File: src/raw_frame_length_and_mac_filter_core_macros.svh
// Assertion macros shared by the raw frame length and MAC filter RTL.
`ifndef RAW_FRAME_LENGTH_AND_MAC_FILTER_CORE_MACROS_SVH
`define RAW_FRAME_LENGTH_AND_MAC_FILTER_CORE_MACROS_SVH

// The condition must hold whenever the trigger holds, in the same cycle.
`define RFLMF_ASSERT_SAME(label, clk, rst_n, trig, cond) \
    label: assert property (@(posedge clk) disable iff (!rst_n) (trig) |-> (cond)) \
        else $error("rflmf: same-cycle check failed");

// The condition must hold in the cycle after the trigger holds.
`define RFLMF_ASSERT_NEXT(label, clk, rst_n, trig, cond) \
    label: assert property (@(posedge clk) disable iff (!rst_n) (trig) |=> (cond)) \
        else $error("rflmf: next-cycle check failed");

`endif

File: src/rflmf_pkg.sv
// Types and constants for the raw frame length and MAC filter.
package rflmf_pkg;

    localparam int unsigned MacBytes    = 6;
    localparam int unsigned HeaderBytes = 2;

    localparam logic [7:0]  MCAST_MASK     = 8'h01;
    localparam logic [15:0] MAC_BYTES_LEN  = 16'(MacBytes);
    localparam logic [15:0] HEADER_LEN     = 16'(HeaderBytes);
    localparam logic [15:0] MAX_LEN_RESET  = 16'd1514;

    localparam int unsigned MacWidth   = 48;
    localparam int unsigned LenWidth   = 16;
    localparam int unsigned CfgWidth   = 48;

    // Configuration register indexes.
    typedef enum logic [0:0] {
        CFG_STATION_MAC      = 1'b0,
        CFG_MAX_FRAME_LENGTH = 1'b1
    } cfg_index_t;

    // Frame verdicts carried on the last word of a frame.
    typedef enum logic [1:0] {
        ST_OK       = 2'd0,
        ST_FILTERED = 2'd1,
        ST_OVERSIZE = 2'd2,
        ST_RUNT     = 2'd3
    } frame_status_t;

    // One result word.
    typedef struct packed {
        logic          payload_valid;
        logic [7:0]    payload_byte;
        logic          frame_last;
        frame_status_t frame_status;
        logic [15:0]   frame_length;
    } result_t;

endpackage

File: src/rflmf_if.sv
// Stream interfaces for the receive byte input and the result output.
interface rflmf_rx_if;
    logic       valid;
    logic       ready;
    logic [7:0] rx_byte;

    modport source (output valid, output rx_byte, input ready);
    modport sink (input valid, input rx_byte, output ready);
endinterface

interface rflmf_res_if;
    logic        valid;
    logic        ready;
    logic        payload_valid;
    logic [7:0]  payload_byte;
    logic        frame_last;
    logic [1:0]  frame_status;
    logic [15:0] frame_length;

    modport source (output valid, output payload_valid, output payload_byte,
                    output frame_last, output frame_status, output frame_length,
                    input ready);
    modport sink (input valid, input payload_valid, input payload_byte,
                  input frame_last, input frame_status, input frame_length,
                  output ready);
endinterface

File: src/raw_frame_length_and_mac_filter_core.sv
// Top level of the raw frame length and destination MAC filter.
//
//  channel | direction | contents
//  --------+-----------+--------------------------------------------------
//  rx      | in        | rx_byte, one receive buffer byte per word
//  res     | out       | payload_valid, payload_byte, frame_last,
//          |           | frame_status, frame_length
//  cfg     | in        | cfg_we, cfg_index, cfg_wdata (write only)
//
// Each byte is parsed in the cycle in which it is accepted and
// any result lands in the result register at that clock edge.
// The rx side is ready whenever the result register is empty or is being
// drained in the same cycle, so while res is ready words flow one per cycle.
// A stall on res holds the result register and, through it, the rx side.
// Reset puts the parser at the header high byte with the limit at 1514.
`include "raw_frame_length_and_mac_filter_core_macros.svh"

module raw_frame_length_and_mac_filter_core
(
    input  logic                             clk,
    input  logic                             rst_n,
    rflmf_rx_if.sink                         rx,
    rflmf_res_if.source                      res,
    input  logic                             cfg_we,
    input  rflmf_pkg::cfg_index_t            cfg_index,
    input  logic [rflmf_pkg::CfgWidth-1:0]   cfg_wdata
);

    // Parse phases: two header bytes, then pass or skip the payload (a runt has none).
    typedef enum logic [1:0] {
        PH_HDR_HI = 2'd0,
        PH_HDR_LO = 2'd1,
        PH_PASS   = 2'd2,
        PH_SKIP   = 2'd3
    } phase_t;

    // Configuration registers.
    logic [rflmf_pkg::MacWidth-1:0] station_mac_reg;
    logic [rflmf_pkg::LenWidth-1:0] max_len_reg;

    // Parser state.
    phase_t      phase_reg, phase_next;
    logic [7:0]  hdr_hi_reg, hdr_hi_next;
    logic [15:0] len_reg, len_next;
    logic [15:0] seen_reg, seen_next;
    logic        match_reg, match_next;
    logic        mcast_reg, mcast_next;

    // Result register.
    logic                 res_valid_reg;
    rflmf_pkg::result_t   res_reg;
    rflmf_pkg::result_t   res_next;
    logic                 res_emit;

    logic        rx_accept;
    logic [15:0] header;
    logic [15:0] seen_inc;
    logic        frame_done;
    logic [7:0]  mac_byte;
    logic        accept_ok;

    assign rx.ready  = !res_valid_reg || res.ready;
    assign rx_accept = rx.valid && rx.ready;

    assign header   = {hdr_hi_reg, rx.rx_byte};
    assign seen_inc = seen_reg + 16'd1;
    assign frame_done = (seen_inc >= len_reg);

    // Station MAC byte expected at this destination position, first wire
    // byte in the top bits.
    always_comb
    begin
        case (seen_reg[2:0])
            3'd0:    mac_byte = station_mac_reg[47:40];
            3'd1:    mac_byte = station_mac_reg[39:32];
            3'd2:    mac_byte = station_mac_reg[31:24];
            3'd3:    mac_byte = station_mac_reg[23:16];
            3'd4:    mac_byte = station_mac_reg[15:8];
            default: mac_byte = station_mac_reg[7:0];
        endcase
    end

    // Per-byte parse step.
    always_comb
    begin
        phase_next  = phase_reg;
        hdr_hi_next = hdr_hi_reg;
        len_next    = len_reg;
        seen_next   = seen_reg;
        match_next  = match_reg;
        mcast_next  = mcast_reg;
        res_emit    = 1'b0;
        accept_ok   = 1'b0;
        res_next    = '{payload_valid: 1'b0, payload_byte: 8'd0, frame_last: 1'b0,
                        frame_status: rflmf_pkg::ST_OK, frame_length: 16'd0};

        unique case (phase_reg)
            PH_HDR_HI:
            begin
                hdr_hi_next = rx.rx_byte;
                phase_next  = PH_HDR_LO;
            end
            PH_HDR_LO:
            begin
                seen_next  = 16'd0;
                match_next = 1'b1;
                mcast_next = 1'b0;
                if (header <= rflmf_pkg::HEADER_LEN)
                begin
                    // Runt header: report it and look for the next header.
                    len_next   = 16'd0;
                    phase_next = PH_HDR_HI;
                    res_emit   = 1'b1;
                    res_next.frame_last   = 1'b1;
                    res_next.frame_status = rflmf_pkg::ST_RUNT;
                end
                else
                begin
                    len_next   = header - rflmf_pkg::HEADER_LEN;
                    phase_next = (len_next > max_len_reg) ? PH_SKIP : PH_PASS;
                end
            end
            PH_SKIP:
            begin
                seen_next = seen_inc;
                if (frame_done)
                begin
                    phase_next = PH_HDR_HI;
                    res_emit   = 1'b1;
                    res_next.frame_last   = 1'b1;
                    res_next.frame_status = rflmf_pkg::ST_OVERSIZE;
                    res_next.frame_length = len_reg;
                end
            end
            default: // PH_PASS
            begin
                if (seen_reg == 16'd0)
                begin
                    mcast_next = (rx.rx_byte & rflmf_pkg::MCAST_MASK) != 8'd0;
                end
                if (seen_reg < rflmf_pkg::MAC_BYTES_LEN && mac_byte != rx.rx_byte)
                begin
                    match_next = 1'b0;
                end
                seen_next = seen_inc;
                res_emit  = 1'b1;
                res_next.payload_valid = 1'b1;
                res_next.payload_byte  = rx.rx_byte;
                if (frame_done)
                begin
                    accept_ok  = mcast_next ||
                                 (len_reg >= rflmf_pkg::MAC_BYTES_LEN && match_next);
                    phase_next = PH_HDR_HI;
                    res_next.frame_last   = 1'b1;
                    res_next.frame_status = accept_ok ? rflmf_pkg::ST_OK
                                                      : rflmf_pkg::ST_FILTERED;
                    res_next.frame_length = len_reg;
                end
            end
        endcase
    end

    // Configuration writes.
    always_ff @(posedge clk or negedge rst_n)
    begin
        if (!rst_n)
        begin
            station_mac_reg <= '0;
            max_len_reg     <= rflmf_pkg::MAX_LEN_RESET;
        end
        else if (cfg_we)
        begin
            unique case (cfg_index)
                rflmf_pkg::CFG_STATION_MAC:
                    station_mac_reg <= cfg_wdata[rflmf_pkg::MacWidth-1:0];
                default:
                    max_len_reg <= cfg_wdata[rflmf_pkg::LenWidth-1:0];
            endcase
        end
    end

    // Parser state, advanced once per accepted byte.
    always_ff @(posedge clk or negedge rst_n)
    begin
        if (!rst_n)
        begin
            phase_reg  <= PH_HDR_HI;
            hdr_hi_reg <= 8'd0;
            len_reg    <= 16'd0;
            seen_reg   <= 16'd0;
            match_reg  <= 1'b1;
            mcast_reg  <= 1'b0;
        end
        else if (rx_accept)
        begin
            phase_reg  <= phase_next;
            hdr_hi_reg <= hdr_hi_next;
            len_reg    <= len_next;
            seen_reg   <= seen_next;
            match_reg  <= match_next;
            mcast_reg  <= mcast_next;
        end
    end

    // Result register valid flag.
    always_ff @(posedge clk or negedge rst_n)
    begin
        if (!rst_n)
        begin
            res_valid_reg <= 1'b0;
        end
        else if (rx_accept && res_emit)
        begin
            res_valid_reg <= 1'b1;
        end
        else if (res.ready)
        begin
            res_valid_reg <= 1'b0;
        end
    end

    // Result payload; no reset needed.
    always_ff @(posedge clk)
    begin
        if (rx_accept && res_emit)
        begin
            res_reg <= res_next;
        end
    end

    assign res.valid         = res_valid_reg;
    assign res.payload_valid = res_reg.payload_valid;
    assign res.payload_byte  = res_reg.payload_byte;
    assign res.frame_last    = res_reg.frame_last;
    assign res.frame_status  = res_reg.frame_status;
    assign res.frame_length  = res_reg.frame_length;

    // A word in the middle of a frame carries no status or length.
    `RFLMF_ASSERT_SAME(a_mid_frame_clean, clk, rst_n,
        res_valid_reg && !res_reg.frame_last,
        res_reg.frame_status == rflmf_pkg::ST_OK && res_reg.frame_length == 16'd0)

    // A status-only word always closes a frame.
    `RFLMF_ASSERT_SAME(a_status_only_last, clk, rst_n,
        res_valid_reg && !res_reg.payload_valid,
        res_reg.frame_last && res_reg.payload_byte == 8'd0)

    // While a payload is in flight the byte count stays below its length.
    `RFLMF_ASSERT_SAME(a_count_in_range, clk, rst_n,
        phase_reg == PH_PASS || phase_reg == PH_SKIP,
        seen_reg < len_reg)

    // The header high byte always moves the parser to the low byte.
    `RFLMF_ASSERT_NEXT(a_hdr_hi_step, clk, rst_n,
        rx_accept && phase_reg == PH_HDR_HI,
        phase_reg == PH_HDR_LO)

endmodule
File: src/flat_wrapper.sv
// flat-port wrapper written by rule: the top's interface ports become plain ports
module raw_frame_length_and_mac_filter_core_flat 
  (clk, rst_n, cfg_we, cfg_index, cfg_wdata, rx_valid, rx_rx_byte, rx_ready, res_valid, res_payload_valid, res_payload_byte, res_frame_last, res_frame_status, res_frame_length, res_ready);
  rflmf_rx_if rx_i ();
  rflmf_res_if res_i ();
  input  logic clk;
  input  logic rst_n;
  input  logic cfg_we;
  input  rflmf_pkg::cfg_index_t cfg_index;
  input  logic [rflmf_pkg::CfgWidth-1:0] cfg_wdata;
  input wire logic [$bits(rx_i.valid)-1:0] rx_valid;
  input wire logic [$bits(rx_i.rx_byte)-1:0] rx_rx_byte;
  output wire logic [$bits(rx_i.ready)-1:0] rx_ready;
  output wire logic [$bits(res_i.valid)-1:0] res_valid;
  output wire logic [$bits(res_i.payload_valid)-1:0] res_payload_valid;
  output wire logic [$bits(res_i.payload_byte)-1:0] res_payload_byte;
  output wire logic [$bits(res_i.frame_last)-1:0] res_frame_last;
  output wire logic [$bits(res_i.frame_status)-1:0] res_frame_status;
  output wire logic [$bits(res_i.frame_length)-1:0] res_frame_length;
  input wire logic [$bits(res_i.ready)-1:0] res_ready;
  assign rx_i.valid = rx_valid;
  assign rx_i.rx_byte = rx_rx_byte;
  assign rx_ready = rx_i.ready;
  assign res_valid = res_i.valid;
  assign res_payload_valid = res_i.payload_valid;
  assign res_payload_byte = res_i.payload_byte;
  assign res_frame_last = res_i.frame_last;
  assign res_frame_status = res_i.frame_status;
  assign res_frame_length = res_i.frame_length;
  assign res_i.ready = res_ready;
  raw_frame_length_and_mac_filter_core u_core (.clk(clk), .rst_n(rst_n), .rx(rx_i), .res(res_i), .cfg_we(cfg_we), .cfg_index(cfg_index), .cfg_wdata(cfg_wdata));
endmodule
File: config.mk
export PLATFORM = sky130hd
export DESIGN_NAME = raw_frame_length_and_mac_filter_core_flat
export DESIGN_NICKNAME = d
export VERILOG_FILES = /design/src/rflmf_pkg.sv /design/src/rflmf_if.sv /design/src/raw_frame_length_and_mac_filter_core.sv /design/src/flat_wrapper.sv
export VERILOG_INCLUDE_DIRS = /design/src /design/src/src
export SDC_FILE = /design/constraint.sdc
export NUM_CORES = 1
export LEC_CHECK = 0
export BUFFER_PORTS_ARGS = -buffer_cell sky130_fd_sc_hd__buf_2
export CAP_MARGIN = 20
export CELL_PAD_IN_SITES_DETAIL_PLACEMENT = 1
export CELL_PAD_IN_SITES_GLOBAL_PLACEMENT = 1
export CORE_MARGIN = 3
export CORE_UTILIZATION = 30
export DETAILED_ROUTE_END_ITERATION = 12
export PLACE_DENSITY = 0.53
export SLEW_MARGIN = 40
export SYNTH_ARGS = -nofsm -noshare
export SYNTH_HDL_FRONTEND = slang
export SYNTH_SLANG_ARGS = --single-unit
export TNS_END_PERCENT = 100
File: constraint.sdc
create_clock -name clk -period 12.5 [get_ports clk]
set_input_delay 1.25 -clock clk [delete_from_list [all_inputs] [get_ports clk]]
set_output_delay 1.25 -clock clk [all_outputs]
set_load 0.005 [all_outputs]
# == After elaboration in Yosys (flattened, before gate mapping) ==
# Index checks and enable logic that the tools add are counted.
# classes
addsub,2
mux,25
reduce_logical,22
magnitude_cmp,5
n_bitwise,3
eq_ne,7
# ops
cell,count
16-bit case mux with 2 select lines,2
8-bit case mux with 5 select lines,1
19-bit two-way mux,2
"16-bit by 1-bit adder with 16-bit output, second input constant",1
16-bit greater-or-equal comparator,1
"16-bit by 3-bit greater-or-equal comparator with 1-bit output, second input constant",1
16-bit greater-than comparator,1
"16-bit by 2-bit less-or-equal comparator with 1-bit output, second input constant",1
16-bit logical NOT,1
"16-bit by 3-bit < comparator with 1-bit output, second input constant",1
16-bit two-way mux,1
"16-bit by 2-bit subtractor with 16-bit output, second input constant",1
2-bit AND reduction,7
1-bit two-way mux,10
9-bit two-way mux,1
3-bit case mux with 3 select lines,1
8-bit inequality test,1
"3-bit by 2-bit equality test with 1-bit output, second input constant",2
1-bit logical AND,4
2-bit two-way mux,2
1-bit case mux with 2 select lines,2
2-bit case mux with 2 select lines,1
2-bit OR reduction,2
"3-bit by 1-bit equality test with 1-bit output, second input constant",1
other kinds (13),16
# word_totals
regBits,137
out_inout_bits,30
word_cells,78
inputBits,62

# == Longest topological paths before layout ==
# Gate-level depths: netlist (run 1).
# logic_depth
ltp_word,11
ltp_mapped,16
depth_no_buf,14

# == Worst setup path before layout (run 1) ==
# Ideal clock, no wire load.
# synth_timing
kind,reg-to-reg
from,register u_core.seen_reg[2]
to,"register u_core.res_reg (netlist bit u_core.res.frame_last), enable pin"
setup_time_ns,0.413
period_less_slack_ns,4.269
n_path_buf,1
t_arrival_ns,3.856
setup_slack_ns,8.231
path_stages_with_launch,16
t_required_ns,12.087
cell_sequence,dfrtp_1 > buf_4 > nand3_1 > nor2_1 > nand3_1 > nor2_1 > nand3_1 > xnor2_1 > ha_1 > nand2_1 > o21ai_0 > a21o_1 > a211oi_1 > o22ai_1 > a221oi_1 > nor2_1
# synth_via
elab_chain_len,5
# synth_lines
element,line_no,source
start: declaration,raw_frame_length_and_mac_filter_core.sv:45,"logic [15:0] seen_reg, seen_next;"
start signal: assignment,raw_frame_length_and_mac_filter_core.sv:199,seen_reg <= seen_next;
16-bit by 1-bit adder with 16-bit output,raw_frame_length_and_mac_filter_core.sv:66,assign seen_inc = seen_reg + 16'd1;
16-bit greater-or-equal comparator,raw_frame_length_and_mac_filter_core.sv:67,assign frame_done = (seen_inc >= len_reg);
1-bit two-way mux,raw_frame_length_and_mac_filter_core.sv:126,if (frame_done)
1-bit case mux with 3 select lines,raw_frame_length_and_mac_filter_core.sv:97,unique case (phase_reg)
1-bit logical AND,raw_frame_length_and_mac_filter_core.sv:225,if (rx_accept && res_emit)
end signal: assignment,raw_frame_length_and_mac_filter_core.sv:227,res_reg <= res_next;
end: declaration,raw_frame_length_and_mac_filter_core.sv:51,rflmf_pkg::result_t res_reg;
# Every way passes these cells.
# A chain may end at the register's enable or synchronous reset.

# == Worst setup path in the final report (run 1) ==
# layout_timing
from,register u_core.seen_reg[2]
to,"register u_core.res_reg (netlist bit u_core.res.payload_byte[1]), enable pin"
# The elaborated chain is that of the path after synthesis.

==> metrics.txt, run 1 <==
first-pass GRT wire length approximately 33 mm; YS warnings 0; Pwr per Cell Area a little over 200 nW/um^2; sequential share of power about two fifths; post-DP HPWL 15.93 mm; Leakage ~3.8 nW; Min Clock Period, post-route ~4.5 ns; # DRC 0; CTS Root Buffer Type clkbuf_16; Peak VDD IR 0.00007428 V; area of the multi-input gates about 3300 sq um; switching power around 0.62 mW; Slew Limit Fails 0; pin count of the biggest net entering global routing 64; final core utilization 37.09%; buffer count from post-CTS setup fixing 0; drt pass-1 iters 4; vias in the first global route ~5600; layout cells sized above 1 between 20 and 30%; CTS tree done; Avg Cell Area, Syn between 10 and 15 sq um; starting density of the core ~31%; later-pin clock latency in the skew report between 0.4 and 0.5 ns; CP Launch Type flop; area grow syn2layout 19.63%; IO Pins roughly 90; Port-buffer cells 91; clk sinks ~140; WL per Instance between 15 and 20 microns; Peak Freq ~0.22 GHz; Net Count, Synth between 700 and 800; max-cap check violation count 0; worst hold path class reg -> reg; GPL Wtd Cong 0.8424; endpoints failing setup 0; final wirelength roughly 21 mm; FP Rows 55; Min-Delay Startpoint u_core.mcast_reg$_DFFE_PN0P_; setup slack after placement 8.033 ns; cts bufs inserted 17; internal power between 1 and 1.5 mW; Total Power ~1.7 mW; synth unique cells 56; buffer depth of the longest clock path 2; Die X 160.1 microns; post-synthesis cell area between 7000 and 8000 sq um; flops & latches, synth 137; Reg area approximately 3600 sq um; Final Skew between 0.015 and 0.02 ns; WP data arrival around 4.6 ns; die area ~26000 sq um; Resized Gates After CTS 0; Worst R2R Start u_core.seen_reg[2]$_DFFE_PN0P_; final hold violation count 0; Core ar. about 23000 sq um; antenna violations before repair 4; main flop type after synthesis dfrtp_1; total number of vias around 5200; Setup crit end kind flop; cts hold-fix bufs 0; actual slew at the worst max-slew pin 0.7763 ns; clk slew on worst S/H paths about 0.060 ns; nets just over 800; Final WS setup roughly 8 ns; critical path class reg -> reg; Comb power frac a little under a third; crit path from u_core.seen_reg[2]$_DFFE_PN0P_; Worst slew margin 48.06%; crit path max fanout 28; Die Span Y around 160 microns; Fillers 2581; Clk pwr share between 30% and 40%; # H-tree levels 4; gr usage total approximately 17%; sequential fraction of the synthesis area between 50% and 60%; ANT nets after route 0; Required @ worst endpoint 12.64 ns; Post-synth ARST share between 70% and 80%; unrepaired setup endpoints after global routing false; vias per inst around 5.0; number of synthesized flops with an enable pin 28; Net Sw Frac a little over a third; TNS Setup 0 ns; period utilization between 30% and 40%; Post-Syn Instances roughly 630; max reg flops 48; gr ovfl total 0; DR iter-0 viols around 190; outcome complete, no violations
## critical path, cell delays in order (launching register included)
cell and delay, ns:
dfrtp_1 0.85, nand3_1 0.28, nor2_1 0.27, nand3_1 0.25
nor2_1 0.25, nand3_1 0.13, xnor2_1 0.21, ha_1 0.28
a21oi_1 0.14, o21ai_0 0.09, a21o_1 0.18, a211oi_1 0.23
o22ai_1 0.25, a221oi_1 0.46, nor2_2 0.05, buf_4 0.25
## cell families after synthesis
| group | Yosys count | share of synthesized area, % |
|---|---|---|
| AOI/OAI and AO/OA | 116 | 11.75 |
| adders and majority gates | 42 | 7.374 |
| and+or+nand+nor | 164 | 11.41 |
| xor gates and xnor gates | 26 | 3.195 |
| muxes | 77 | 12.01 |
| DFF | 137 | 50.21 |
| buffers and inverters | 71 | 4.055 |
## routing by layer
layer | share of wire, % | wire [microns] | GRT usage, % | vias up
met2 | 48 | 9881 | 26.93 | 104
met5 | 0.17 | 36 | 0 | -
met3 | 4.2 | 866 | 4.306 | 17
met1 | 47 | 9701 | 22.19 | 2618
li1 | - | - | - | 2478
met4 | 0.76 | 157 | 3.866 | 6
## synthesized netlist by cell type (all sizes together), types with 7 or more instances
| cell type | n | area [sq um] |
|---|---|---|
| dfrtp | 101 | 2527 |
| mux2 | 68 | 765.7 |
| nand2 | 54 | 202.7 |
| inv | 48 | 180.2 |
| ha | 42 | 525.5 |
| edfxtp | 28 | 840.8 |
| nor2 | 25 | 93.84 |
| o21ai | 24 | 120.1 |
| a22o | 21 | 183.9 |
| and2 | 17 | 106.4 |
| xnor2 | 16 | 140.1 |
| clkbuf | 13 | 48.80 |
| nand3 | 13 | 65.06 |
| nand4 | 12 | 75.07 |
| a21oi | 11 | 55.05 |
| nor3 | 11 | 55.05 |
| xor2 | 10 | 87.58 |
| buf | 9 | 56.30 |
| mux2i | 9 | 90.09 |
| nor4 | 9 | 56.30 |
| a21o | 8 | 60.06 |
| dfstp | 8 | 210.2 |
| o22ai | 7 | 43.79 |
| o31ai | 7 | 52.55 |
## cells in the final DEF (no fill, tap or decap), drive strengths merged, types with 12 or more instances in the layout
cell type	Yosys	layout
a22o	21	21
and2	17	17
buf	9	94
clkbuf	13	21
dfrtp	101	101
edfxtp	28	28
ha	42	42
inv	48	53
mux2	68	68
nand2	54	54
nand3	13	13
nand4	12	12
nor2	25	25
o21ai	24	24
xnor2	16	16
## area by class of cell
type / instances / area share [%]
flip-flops and latches: 137 / 41.97
multi-input cells: 425 / 38.36
repair buffers: 94 / 5.679
clock buffers: 21 / 5.650
well taps: 313 / 4.593
inverters: 49 / 2.157
clock inverters: 11 / 1.556
diodes: 1 / 0.02935
## power by group through the flow
stage	clock, mW	combinational [mW]	sequential, mW
finish	0.527	0.546	0.672
global route	0.560	0.619	0.688
CTS	0.540	0.554	0.674
detailed placement	0	0.550	0.683
global placement	0	0.536	0.676
floorplan	0	0.403	0.638
## per-stage QoR
stage | cell area [sq um] | cells | hold slack [ns]
floorplan | 7127 | 633 | 0.4466
global placement | 7904 | 1018 | 0.4669
detailed placement | 7904 | 1018 | 0.4761
CTS | 8518 | 1050 | 0.4898
global route | 8526 | 1051 | 0.5225
finish | 8526 | 1051 | 0.4826
## path summary, 6_finish.rpt
check                           slack (ns)  depth (start not counted)                                        to
worst max register to register        8.03                         15  u_core.res.payload_byte[1]$_SDFFCE_PN0P_
worst min register to register        0.48                          2              u_core.mcast_reg$_DFFE_PN0P_
worst min-delay path                  0.48                          2              u_core.mcast_reg$_DFFE_PN0P_
worst max-delay path                  8.03                         15  u_core.res.payload_byte[1]$_SDFFCE_PN0P_
min in group asynchronous             0.85                          1            u_core.len_reg[10]$_DFFE_PN0P_
max in group asynchronous            10.64                          2    u_core.station_mac_reg[40]$_DFFE_PN0P_
Note: power is estimated with default switching activity, not from simulation.
==> run 2, diff against run 1 <==
- ABC_AREA: not set -> 1
- PLACE_DENSITY: 0.53 -> 0.57
- clock period: 12.5 -> 4.1 ns (I/O delays scaled with it)
==> metrics.txt, run 2 <==
outcome complete, no violations; flops & latches, synth 137; max reg flops between 40 and 50; Post-Syn Instances 839; post-DP HPWL 16.65 mm; nets 1042; global routing's busiest layer met2; Min Clock Period, post-route ~3.5 ns; Leakage roughly 4.5 nW; post-synthesis cell area approximately 7400 sq um; vias in the first global route 6000; final wirelength 21.19 mm; TNS Setup 0 ns; Total Power approximately 6 mW; GPL Wtd Cong ~0.80; # DRC 0; buffer depth of the longest clock path 2; max-cap check violation count 0; crit-path cells nand2_4 -> nor2_4 -> nand3_4 -> nor2_4 -> nand3_2 -> nor2_2 -> nand2_2 -> nor2_2 -> xor2_1 -> inv_1 -> ha_1 -> nand2_1 -> inv_1 -> nand3_1 -> nor3_1 -> nand2_1 -> nand3_1 -> nand2_1 -> nand3_1 -> nand2_1 -> inv_1 -> buf_4; actual slew at the worst max-slew pin about 0.65 ns; period utilization between 80% and 90%; WL per Instance roughly 17 microns; Peak VDD IR ~0.00023 V; Pwr per Cell Area roughly 660 nW/um^2; IO Pins approximately 90; later-pin clock latency in the skew report 0.43 ns; die area about 26000 sq um; met2 Resource Use GR 26.92%; clk sinks ~140; area leader, netlist dfrtp_1; clk slew on worst S/H paths roughly 0.07 ns; Core ar. about 24000 sq um; Avg Cell Area, Syn a little under 9 sq um; Placed Cells around 1200; ANT nets after route 0; Net Count, Synth about 940; Final WS setup 0.5928 ns; critical path class reg -> reg; FP Rows 56; Slew Limit Fails 0; Critical Path Max Stage Delay about 0.60 ns; most frequent cells after synthesis nand2_1 (191), inv_1 (151), dfrtp_1 (101), o21ai_0 (63), nand3_1 (47); CTS tree done; vias per inst about 4.6; design area ~8800 sq um; Required @ worst endpoint approximately 4.2 ns; WP data arrival 3.59 ns; worst hold path class in -> reg; met3 Use GR under 10%; crit path max fanout 28; first-pass GRT wire length around 34 mm; gr ovfl total 0; synth top area cells dfrtp_1 (34%), edfxtp_1 (11%), nand2_1 (9.7%), inv_1 (7.7%), ha_1 (7.1%); CTS Root Buffer Type clkbuf_16; Final Skew between 0.01 and 0.015 ns; Port-buffer cells 91; CP Launch Type flop; setup slack after placement 0.5685 ns; area grow syn2layout 19.89%; WHS 0.2099 ns; buffer count from post-CTS setup fixing 0; cts bufs inserted 17; sequential fraction of the synthesis area between 40% and 50%; CP delay by family, top simple AND/OR/NAND/NOR gates; commonest non-fill, non-tap cells in the layout nand2_1 (189), inv_1 (151), dfrtp_1 (101), buf_2 (90), o21ai_0 (63); most frequent CP cell nand2_1; GRT met1 Usage 23.43%; Die Span Y between 150 and 200 microns; drt pass-1 iters 4; share of the synthesized area in the top cell type between 30 and 40%; unrepaired setup endpoints after global routing false; count leader, synth nand2_1; synth unique cells 37; number of synthesized flops with an enable pin 28; placed instance area 8193 sq um; # H-tree levels 4; total number of vias about 5800; YS warnings 0; Worst slew margin 56.76%; worst path bufs/invs 4; Die X roughly 160 microns; starting density of the core between 30% and 40%; final hold violation count 0; gr usage total 16.69%; Crit-path slowest cell dfrtp_1; final non-filler cell total 1270; Antenna Diode Count 0; endpoints failing setup 0; Post-synth ARST share about 80%; most common cell after layout, fill and taps aside nand2_1; Setup crit end kind flop; antenna violations before repair 0; DR iter-0 viols ~240; pin count of the biggest net entering global routing 61; layout cells sized above 1 20.08%; Peak Freq between 0.2 and 0.3 GHz; main flop type after synthesis dfrtp_1; final core utilization between 30 and 40%
run 2: report_power, final:
| part | switching (mW) | total, mW | leakage, nW | internal [mW] |
|---|---|---|---|---|
| Sequential | 0.288 | 2.05 | 1.60 | 1.76 |
| Combinational | 1.42 | 2.18 | 2.64 | 0.762 |
| Clock | 0.634 | 1.64 | 0.297 | 1.00 |
run 2: area by class of cell:
class,count,area [sq um]
Timing Repair Buffer,99,524.3
Clock inverter,12,162.7
Multi-Input combinational cell,530,3124
Inverter,153,576.8
Clock buffer,20,457.9
Tap cell,319,399.1
Fill cell,2867,15000
Sequential cell,137,3578
run 2: cells by family (layout without fill, tap and decap cells):
family / count (synthesis) / after routing / synth area share, %
muxes: 33 / 33 / 5.032
xor gates and xnor gates: 21 / 21 / 2.499
and+or+nand+nor: 324 / 324 / 19.65
adders and majority gates: 42 / 42 / 7.140
DFF: 137 / 137 / 48.62
buffers and inverters: 172 / 284 / 9.027
AOI/OAI and AO/OA: 110 / 110 / 8.024
run 2: final timing paths:
kind | start | endpoint | slack [ns] | depth (start not counted)
setup / recovery | u_core.seen_reg[2]$_DFFE_PN0P_ | u_core.res.frame_length[0]$_DFFE_PP_ | 0.59 | 22
hold / removal | cfg_wdata[6] | u_core.max_len_reg[6]$_DFFE_PN1P_ | 0.21 | 3
setup reg to reg | u_core.seen_reg[2]$_DFFE_PN0P_ | u_core.res.frame_length[0]$_DFFE_PP_ | 0.59 | 22
hold reg to reg | u_core.max_len_reg[4]$_DFFE_PN0P_ | u_core.max_len_reg[4]$_DFFE_PN0P_ | 0.48 | 2
max in group asynchronous | rst_n | u_core.station_mac_reg[19]$_DFFE_PN0P_ | 2.67 | 3
min in group asynchronous | rst_n | u_core.len_reg[10]$_DFFE_PN0P_ | 0.52 | 2
run 2: worst register-to-register path, delay by kind of cell, from the launching register on:
kind / cells / cell delay, ns
simple gates: 16 / 1.58
buf+inv: 4 / 0.50
flops: 1 / 0.60
fa+ha+maj: 1 / 0.29
xor+xnor: 1 / 0.20
run 2: layer usage:
metal	routed length, microns	share of wire, %
met1	10290	49
met2	9901	47
met3	783	3.7
met4	216	1.0
met5	0	0
run 2: repair_timing:
action	CTS	global route
resized for setup	0	0
hold endpoints to repair	8	0
hold buffers	1	0
==> run 3, diff against run 2 <==
- REMOVE_ABC_BUFFERS: not set -> 1
==> metrics.txt, run 3 (same netlist as run 2, synthesis figures left out) <==
area of the multi-input gates 3129 sq um; gr ovfl total 0; period utilization a little under nine tenths; max-cap check violation count 0; Core ar. 23820 sq um; unrepaired setup endpoints after global routing false; die area 26450 sq um; Setup crit end kind flop; buffer depth of the longest clock path 2; WP data arrival roughly 3.6 ns; commonest non-fill, non-tap cells in the layout nand2_1 (189), inv_1 (151), dfrtp_1 (101), buf_2 (90), o21ai_0 (63); Reg area around 3600 sq um; Slew Limit Fails 0; DR iter-0 viols 160; WHS -0.001900 ns; # DRC 0; WL per Instance 16.24 microns; final wirelength just over 20 mm; later-pin clock latency in the skew report around 0.43 ns; vias per inst 4.563; final non-filler cell total between 1000 and 1500; Final Skew between 0.008 and 0.009 ns; Min Clock Period, post-route about 3.5 ns; Peak VDD IR 0.0002423 V; crit path max fanout 20; critical path class reg -> reg; final hold violation count 1; CTS Root Buffer Type clkbuf_16; Die X approximately 160 microns; area grow syn2layout 19.31%; worst hold path class in -> async; Leakage approximately 4.5 nW; # H-tree levels 4; failing checks negative hold slack; vias in the first global route around 6100; Fillers between 2000 and 3000; nets approximately 1000; max reg flops 48; antenna violations before repair 0; Die Span Y 162.6 microns; Required @ worst endpoint 4.21 ns; Worst slew margin between 50% and 60%; total number of vias between 5000 and 6000; gr usage total between 15 and 20%; layout cells sized above 1 between 20% and 30%; pin count of the biggest net entering global routing between 40 and 50; starting density of the core between 30% and 40%; ANT nets after route 0; Pwr per Cell Area 653.6 nW/um^2; Port-buffer cells between 90 and 100; Peak Freq 0.2829 GHz; GPL Wtd Cong between 0.7 and 0.8; CTS tree done; drt pass-1 iters 4; IO Pins 92; clk slew on worst S/H paths about 0.070 ns; endpoints failing setup 0; Antenna Diode Count 0; Resized Gates After CTS 0; TNS Setup 0 ns; actual slew at the worst max-slew pin 0.6478 ns; buffer count from post-CTS setup fixing 0; setup slack after placement between 0.5 and 0.6 ns; Final WS setup approximately 0.57 ns; post-DP HPWL 16.28 mm; CP Launch Type flop; first-pass GRT wire length between 30 and 40 mm; outcome finished, violations left; FP Rows 56; most common cell after layout, fill and taps aside nand2_1; Placed Cells 1238; cts hold-fix bufs 0; cts bufs inserted 17; clk sinks about 140
==> run 3: cell count changes in the layout (fill, tap and decap cells not counted), moves of 2 or more <==
cell,previous run,this run
clkbuf_1,2,0
buf_4,7,9
clkinv_4,2,4
inv_6,4,6
clkbuf_8,0,2
bufinv_16,3,0
==> run 3: worst paths after layout <==
path	start	cells after the start	slack, ns	to
min in group clk	cfg_wdata[23]	2	0.20	u_core.station_mac_reg[23]$_DFFE_PN0P_
worst min register to register	u_core.match_reg$_DFFE_PN1P_	2	0.48	u_core.match_reg$_DFFE_PN1P_
worst max register to register	u_core.seen_reg[2]$_DFFE_PN0P_	21	0.57	u_core.res.frame_length[6]$_DFFE_PP_
worst max-delay path	u_core.seen_reg[2]$_DFFE_PN0P_	21	0.57	u_core.res.frame_length[6]$_DFFE_PP_
worst min-delay path	rst_n	1	-0.002	u_core.station_mac_reg[30]$_DFFE_PN0P_
max in group asynchronous	rst_n	2	3.12	u_core.max_len_reg[7]$_DFFE_PN1P_
==> run 3: area by class of cell <==
| class | count | area share [%] |
|---|---|---|
| flip-flops and latches | 137 | 40.75 |
| well taps | 319 | 4.545 |
| clock inverters | 12 | 1.154 |
| repair buffers | 99 | 5.899 |
| inverters | 153 | 6.569 |
| clock buffers | 20 | 5.443 |
| multi-input cells | 530 | 35.64 |
==> run 3: per-stage QoR <==
stage	hold slack (ns)	utilization, %	power, mW	cell area [sq um]
2_1_floorplan	0.1144	-	3.470	7272
3_3_place_gp	0.4665	34.39	4.252	8192
3_5_place_dp	0.4739	34.43	4.277	8202
4_1_cts	0.002188	36.86	5.834	8781
5_1_grt	0.02980	36.86	6.241	8781
6_report	-0.001900	36.86	5.739	8781
==> run 3: routing by layer <==
metal	up-vias	routed length (microns)	track usage, %	part of all wire [%]
met5	-	0	0	0
met4	0	310	4.498	1.5
met3	23	678	3.128	3.3
met2	100	9854	27.09	48
met1	2740	9775	21.88	47
li1	2932	-	-	-
==> run 3: critical path, cell delays in order, from the launching register on <==
cell and delay, ns:
dfrtp_1 0.62, nand3_1 0.20, nor2_1 0.17, inv_1 0.07
nor2_1 0.08, inv_1 0.06, nor3_2 0.17, nand3_1 0.11
xor2_1 0.19, inv_1 0.07, ha_1 0.27, nand2_1 0.06
inv_1 0.05, nand3_1 0.08, nor3_1 0.19, nand2_1 0.08
nand3_1 0.15, nand2_1 0.09, nand3_1 0.07, nand2_1 0.07
inv_1 0.08, buf_4 0.26
==> run 3: where the power goes <==
part	total, mW	switching, mW	internal, mW	leakage [nW]
clock network	1.51	0.656	0.858	0.284
registers	2.04	0.281	1.76	1.60
logic	2.19	1.42	0.769	2.64
total	5.74	2.35	3.38	4.53
